===== config.mk =====
export PLATFORM = sky130hd
export DESIGN_NAME = frame_rate_moving_average
export DESIGN_NICKNAME = d
export VERILOG_FILES = /design/src/sv/frma_pkg.sv /design/src/sv/frame_rate_moving_average.sv
export SDC_FILE = /design/constraint.sdc
export NUM_CORES = 2
export LEC_CHECK = 0
export BUFFER_PORTS_ARGS = -buffer_cell sky130_fd_sc_hd__buf_2
export CORE_MARGIN = 3
export CORE_UTILIZATION = 45
export DETAILED_ROUTE_END_ITERATION = 16
export PLACE_DENSITY = 0.68
export SYNTH_ARGS = -nofsm -noshare
export SYNTH_HDL_FRONTEND = slang
export SYNTH_SLANG_ARGS = --single-unit

===== constraint.sdc =====
create_clock -name clk -period 4.85 [get_ports clk]
set_input_delay 0.485 -clock clk [delete_from_list [all_inputs] [get_ports clk]]
set_output_delay 0.485 -clock clk [all_outputs]
set_load 0.05 [all_outputs]

===== src/sv/frma_pkg.sv =====
`timescale 1ns / 1ps

package frma_pkg;

  // Number of intervals in the averaging window.
  localparam int WINDOW = 100;

  // One frame per millisecond in fixed point with 8 fraction bits (1000 * 256).
  localparam int RATE_ONE = 256000;
  // Largest rate reported.
  localparam int RATE_CAP = 256000;
  // Reset value of the zero-sum rate register (60 fps).
  localparam int MAX_RATE_RESET = 15360;
  // Largest interval kept in the ring.
  localparam int INTERVAL_MAX = 65535;

  // Field widths.
  localparam int STAMP_W = 32;
  localparam int INTERVAL_W = 16;
  localparam int RATE_W = 18;
  localparam int SAMPLES_W = 7;

  // Derived widths.
  localparam int RING_AW = (WINDOW > 1) ? $clog2(WINDOW) : 1;
  localparam int FILL_W = $clog2(WINDOW + 1);
  localparam int TOTAL_W = $clog2(INTERVAL_MAX * WINDOW + 1);
  localparam int NUM_W = $clog2(RATE_ONE * WINDOW + 1);
  localparam int STEP_W = $clog2(NUM_W + 1);
  localparam int OUT_BITS = INTERVAL_W + RATE_W + SAMPLES_W;
  localparam int OUT_DATA_W = ((OUT_BITS + 7) / 8) * 8;

endpackage


===== src/sv/frame_rate_moving_average.sv =====
`timescale 1ns / 1ps

// Moving-average frame-rate meter.
// Each input item on the s_axis channel is the millisecond tick count at the
// end of a frame. The block forms the interval since the previous item
// (modulo 2^32, saturated to 65535, zero for the first item after reset),
// keeps the last WINDOW intervals in an on-chip ring memory together with a
// running sum and a fill count, and emits one result item per input item on
// the m_axis channel: the interval, the rate 256000*count/sum (frames per
// second with 8 fraction bits, truncated, capped at 1000 fps) and the count.
// When the sum is zero the rate is the value last written on the cfg channel.
// Each item passes in order through a ring read at acceptance, an update
// cycle, the restoring divider at one quotient bit per cycle, and an output
// load. Items are processed one at a time: a new item is not accepted until
// the previous result has been loaded into the output register. A result
// waiting in the output register does not block
// acceptance of the next item; only the load of the following result waits
// for the receiver. Reset (rst, synchronous) clears the sum, count, ring
// position and first-item flag and sets the zero-sum rate to 60 fps; the ring
// memory itself is not cleared since entries are read only after being written.
module frame_rate_moving_average
  import frma_pkg::*;
(
  input  logic                  clk,
  input  logic                  rst,
  // Zero-sum rate register.
  input  logic                  cfg_valid,
  output logic                  cfg_ready,
  input  logic [RATE_W-1:0]     cfg_data,
  // Input items.
  input  logic                  s_axis_tvalid,
  output logic                  s_axis_tready,
  input  logic [STAMP_W-1:0]    s_axis_tdata,   // [31:0] timestamp_ms
  // Result items.
  output logic                  m_axis_tvalid,
  input  logic                  m_axis_tready,
  output logic [OUT_DATA_W-1:0] m_axis_tdata    // [15:0] interval_ms,
                                                // [33:16] rate_fixed,
                                                // [40:34] samples_in_window
);

  localparam logic [1:0] ST_IDLE = 2'd0;
  localparam logic [1:0] ST_UPD  = 2'd1;
  localparam logic [1:0] ST_DIV  = 2'd2;
  localparam logic [1:0] ST_FIN  = 2'd3;

  logic [1:0]            state;
  logic [RATE_W-1:0]     max_rate;
  logic [STAMP_W-1:0]    previous_stamp;
  logic                  seen_first;
  logic [RING_AW-1:0]    ring_position;
  logic [FILL_W-1:0]     fill_count;
  logic [TOTAL_W-1:0]    window_total;
  logic [INTERVAL_W-1:0] interval;
  logic [INTERVAL_W-1:0] ring [WINDOW];
  logic [INTERVAL_W-1:0] ring_rd;
  logic [NUM_W-1:0]      quot;
  logic [TOTAL_W-1:0]    rem;
  logic [STEP_W-1:0]     step;

  logic                  in_accept;
  logic [STAMP_W-1:0]    diff;
  logic [INTERVAL_W-1:0] interval_next;
  logic                  ring_full;
  logic [FILL_W-1:0]     fill_count_next;
  logic [TOTAL_W-1:0]    window_total_next;
  logic [RING_AW-1:0]    ring_position_next;
  logic [TOTAL_W:0]      div_shift;
  logic [TOTAL_W:0]      div_trial;
  logic                  div_take;
  logic [RATE_W-1:0]     rate;
  logic                  out_load;

  assign cfg_ready     = !rst;
  assign s_axis_tready = !rst && (state == ST_IDLE);
  assign in_accept     = s_axis_tvalid && s_axis_tready;

  // Interval since the previous stamp, saturated.
  always_comb begin
    diff = seen_first ? (s_axis_tdata - previous_stamp) : '0;
    if (diff > STAMP_W'(INTERVAL_MAX)) begin
      interval_next = INTERVAL_W'(INTERVAL_MAX);
    end else begin
      interval_next = diff[INTERVAL_W-1:0];
    end
  end

  // Window bookkeeping for the update cycle.
  always_comb begin
    ring_full = (fill_count == FILL_W'(WINDOW));
    fill_count_next = ring_full ? fill_count : fill_count + 1'b1;
    window_total_next = window_total - (ring_full ? TOTAL_W'(ring_rd) : '0)
                        + TOTAL_W'(interval);
    if (ring_position == RING_AW'(WINDOW - 1)) begin
      ring_position_next = '0;
    end else begin
      ring_position_next = ring_position + 1'b1;
    end
  end

  // One restoring division step.
  always_comb begin
    div_shift = {rem, quot[NUM_W-1]};
    div_trial = div_shift - {1'b0, window_total};
    div_take  = (div_shift >= {1'b0, window_total});
  end

  // Final rate selection.
  always_comb begin
    if (window_total == '0) begin
      rate = max_rate;
    end else if (quot > NUM_W'(RATE_CAP)) begin
      rate = RATE_W'(RATE_CAP);
    end else begin
      rate = RATE_W'(quot);
    end
  end

  assign out_load = (state == ST_FIN) && (!m_axis_tvalid || m_axis_tready);

  // Ring memory: read at accept, write back in the update cycle.
  always_ff @(posedge clk) begin
    if (in_accept) begin
      ring_rd <= ring[ring_position];
    end
    if (state == ST_UPD) begin
      ring[ring_position] <= interval;
    end
  end

  // Zero-sum rate register.
  always_ff @(posedge clk) begin
    if (rst) begin
      max_rate <= RATE_W'(MAX_RATE_RESET);
    end else if (cfg_valid && cfg_ready) begin
      max_rate <= cfg_data;
    end
  end

  // Sequencer and window state.
  always_ff @(posedge clk) begin
    if (rst) begin
      state          <= ST_IDLE;
      previous_stamp <= '0;
      seen_first     <= 1'b0;
      ring_position  <= '0;
      fill_count     <= '0;
      window_total   <= '0;
      step           <= '0;
    end else begin
      case (state)
        ST_IDLE: begin
          if (in_accept) begin
            previous_stamp <= s_axis_tdata;
            seen_first     <= 1'b1;
            state          <= ST_UPD;
          end
        end
        ST_UPD: begin
          fill_count    <= fill_count_next;
          window_total  <= window_total_next;
          ring_position <= ring_position_next;
          step          <= '0;
          state         <= ST_DIV;
        end
        ST_DIV: begin
          step <= step + 1'b1;
          if (step == STEP_W'(NUM_W - 1)) begin
            state <= ST_FIN;
          end
        end
        ST_FIN: begin
          if (out_load) begin
            state <= ST_IDLE;
          end
        end
        default: begin
          state <= ST_IDLE;
        end
      endcase
    end
  end

  // Datapath: interval, numerator product and divider registers.
  always_ff @(posedge clk) begin
    if (in_accept) begin
      interval <= interval_next;
    end
    if (state == ST_UPD) begin
      quot <= NUM_W'(fill_count_next * NUM_W'(RATE_ONE));
      rem  <= '0;
    end else if (state == ST_DIV) begin
      quot <= {quot[NUM_W-2:0], div_take};
      rem  <= div_take ? div_trial[TOTAL_W-1:0] : div_shift[TOTAL_W-1:0];
    end
  end

  // Output register.
  always_ff @(posedge clk) begin
    if (rst) begin
      m_axis_tvalid <= 1'b0;
    end else if (out_load) begin
      m_axis_tvalid <= 1'b1;
    end else if (m_axis_tready) begin
      m_axis_tvalid <= 1'b0;
    end
  end

  always_ff @(posedge clk) begin
    if (out_load) begin
      m_axis_tdata <= OUT_DATA_W'({SAMPLES_W'(fill_count), rate, interval});
    end
  end

endmodule

==> run summary <==
The synthesized design contains 1817 register bits. The run gives 0.455 as the starting density of the core. The setup path with the least slack is of type flop to flop.

For the worst setup path, the data required time is 5340 ps. The post-synthesis async set-or-reset flop share was 0. For the met2 layer usage reported by global route, the log shows 0.365. Across all layers, the routed design uses 44400 vias. TritonCTS created 176 clock buffers. The floorplan step defined a core boundary enclosing 159000 sq um. Detailed placement finished with a half-perimeter wire length of 118000 um. After floorplanning, the core was divided into 146 placement rows.

Of all nets on the critical path, the largest fanout is 4. Timing analysis after detailed placement gives a worst setup slack of -103 ps. Using the TritonRoute via totals, the vias-per-cell ratio works out to 6.17. The via count of the first global-routing pass was 43000. In this run the remaining antenna-violating nets after routing total 0. The count of unresolved DRC violations after routing is 0, and the overall power of the completed layout is 43.0 mW. The average routed wire per standard cell is 27.4 um, and the clock skew after layout is 43.9 ps. In this run the critical register-to-register path is captured at quot[24].

In this run the vertical extent of the chip is 407 um. In this run the power density over the cells is 517 nW/um^2. The path class of the tightest hold or removal check is input port to flop. The growth of design area from synthesis to finish came out at 15.0%. Fraction of layout cells with a size suffix above 1: 0.143.

In this run the mean area of a mapped cell was 15.6 sq um. The die boundary width works out to 407 um. The number of cells on the worst reg-to-reg path is 23.

The post-synthesis sequential area ratio is 0.737, and the power share of the clock group is 0.310. The tools report the met1 track utilization from global routing as 0.328. The first routing iteration left 6030 violations. The largest net degree at the start of global routing is 102, and the time the worst path needs with I/O delays and setup is 4750 ps. Most heavily used metal layer in global routing: met2. The cell area that synthesis handed to floorplanning was 72300 sq um.

CTS placed an instance of clkbuf_16 at the clock tree root. Setup slack closes at 103 ps. After synthesis, the cell types taking the most area are edfxtp_1 70%, a22oi_1 6.1%, dfxtp_1 3.6%, ha_1 2.1%, nor2_1 1.3%. The internal portion of the total power is 29.7 mW. Counting distinct cell types in the post-synthesis netlist gives 82. The area share of the largest cell type after synthesis is 0.701, and the switching power total is 13.2 mW. The pre-antenna-repair detailed-routing pass consisted of 6 iterations. On the critical path, the stage with the largest delay is an instance of fa_1. The clock net in this run drives a total of 1817 sinks. The startpoint kind of the worst setup timing path was a flop. The run gives 3 as the maximum root-to-sink buffer count.

The final layout contains 5193 nets. At the pin with the least slew margin, the transition time is 1320 ps. The die covers 165000 sq um. Residual overflow from global routing: 0. The sum of buffers and inverters on the critical path works out to 4. The logs give 0.0467 for the met3 demand-to-capacity share in global routing and 0.235 for the overall routing resource usage. The synthesized design contains 1687 enable-type register cells.

TritonCTS built the clock tree. In the synthesized netlist, the cells that appear most often are 1687 x edfxtp_1, 588 x a22oi_1, 255 x nor2_1. After clock tree synthesis, the clock-pin slew on the worst setup and hold paths is 60 ps. In the final timing run, aggregate negative setup slack is 0 ps. Maximum frequency from static timing analysis: 0.211 GHz. Along the worst hold path, the cell count comes to 4. Setup repair after global routing could not meet its margin everywhere. Utilization after layout: 0.523. The arrival time at the worst endpoint was 5240 ps. The tightest slew margin relative to the limit is 0.115. After technology mapping, the gate count stands at 4630. The count of input and output buffers works out to 98. The yosys synthesis warning count was 0. In this run the critical register-to-register path is launched from fill_count[1]. The final hold violation count was 0; the switching share of power was 0.308. Across the VDD grid, the largest voltage drop is 0.406 mV. The share of power burned in registers came out at 0.431. The run gives 0.853 as the weighted congestion at the end of routability-driven global placement. The number of maximum-capacitance violations came out at 0.

The capture endpoint of the worst hold path was m_axis_tvalid. Post-route fraction of the period consumed by the critical path: 0.979. The critical path's largest stage delay was 530 ps. Biggest area consumer among synthesized cells: edfxtp_1. The number of ports placed on the die boundary was 106.

For this run, the leading register cell type out of synthesis is edfxtp_1. The critical path goes through inv_2 -> ha_4 -> nand2_4 -> nor4_4 -> buf_6 -> xnor2_4 -> xnor2_2 -> ha_1 -> fa_1 -> inv_1 -> fa_1 -> fa_1 -> inv_2 -> ha_4 -> a21oi_4 -> o21bai_1 -> a21oi_2 -> o21bai_1 -> a21oi_2 -> o21bai_1 -> a21oi_2 -> xnor2_1 -> o21ai_1. The tools report the startpoint of the lowest-slack hold path as m_axis_tready. At the later pin of the worst-skew pair, clock insertion delay measures 810 ps. The final count of negative-setup-slack endpoints is 0, and the portion of total power attributed to combinational logic is 0.259. In this run the static leakage power is 27.4 nW.

The flow ran to the end, and the final reports show no timing, DRC or antenna violations. The worst setup slack for register-to-register paths came out at 100 ps. The sort of element at the end of the critical path was a flop. The startpoint of the most critical setup path was fill_count[1]. The initial antenna violation count was 10; the wire length of the first global-routing pass was 287000 um.

The clock tree synthesis step divided the H-tree into 4 levels. Broken down by cell family, the worst path's largest delay share belongs to adder cells. The routed design has 197000 um of wire. Among all cell types in the netlist, the one instantiated most often is edfxtp_1. Max-slew violation count: 0.
[registers in the layout (all words and copies together), names as in the netlist]
signal	count
ring	1600
m_axis_tdata	41
previous_stamp	32
quot	25
rem	23
window_total	23
max_rate	18
interval	16
ring_rd	16
fill_count	7
ring_position	7
step	5
state	2
m_axis_tvalid	1
seen_first	1
[power groups by stage]
stage	clock [mW]	sequential (mW)	combinational [mW]
2_1_floorplan	0	19.1	7.05
3_3_place_gp	0	18.8	10.6
3_5_place_dp	0	18.8	10.8
4_1_cts	13.5	18.5	10.9
5_1_grt	14.2	18.6	12.1
6_report	13.3	18.5	11.1
[metrics by stage]
step                      instances  hold WS, ps  cell area, sq um
final                          7194         88.4             83100
after global routing           7192         90.4             83100
after CTS                      7188         22.6             83000
after detailed placement       6816          465             76800
after global placement         6816          457             76800
after floorplan                4636          407             72300
[cell usage in the layout (no fill, tap or decap), types with 38 or more instances in the layout]
cell type      instances
a21o_1                51
buf_2                 97
xnor2_1               46
a21oi_1              122
clkbuf_16            179
nor2_1               251
a41oi_1               45
a31oi_1               52
buf_4                295
mux2i_1               52
nand4_1              107
o21ai_0               86
a22oi_1              588
dfxtp_1              124
inv_1                163
clkinv_1              46
ha_1                 119
edfxtp_1            1687
a221oi_1              94
nand3_1               38
a22o_1               107
dlygate4sd3_1         50
nand2_1              134
[area by class of cell]
cell class                      count  area, sq um
Tap cell                         2072         2590
Fill cell                       12600        75800
Timing Repair Buffer              458         3510
Antenna cell                        2         5.00
Inverter                          168          632
Clock inverter                    101          970
Clock buffer                      217         4630
Multi-Input combinational cell   2359        17500
Sequential cell                  1817        53300
[cell families (layout without fill, tap and decap cells)]
logic type	Yosys count	after routing	share of synthesized area
other	1	9	0.0000519
XOR/XNOR	84	84	0.0102
multiplexers	72	72	0.0133
AO/OA/AOI/OAI	1353	1353	0.139
buffers and inverters	460	944	0.0246
AND/OR/NAND/NOR	685	685	0.0452
flip-flops	1817	1817	0.737
adder cells (fa/ha/maj)	158	158	0.0309
[per-layer routing]
layer,vias up,routed length [um]
li1,19300,-
met1,22200,77700
met2,2551,90600
met3,374,20900
met4,6,7580
met5,-,42
[worst min-delay path, stage by stage]
cell and delay [ps]:
buf_2 80, nor2b_1 100, nor2_1 110, nor2_1 40
[worst max-delay path by stage]
stage,depth (start not counted),endpoint
detailed placement,22,quot[23]
floorplan,22,quot[24]
finish,23,quot[24]
CTS,23,quot[24]
global placement,22,quot[24]
global route,23,quot[23]
[what timing repair did]
action,CTS,global route
hold endpoints to repair,50,0
setup endpoints to repair,2,5
resized for setup,4,25
pin swaps,5,22
hold buffers,50,0
setup buffers,4,4
Note: power is estimated with default switching activity, not from simulation.
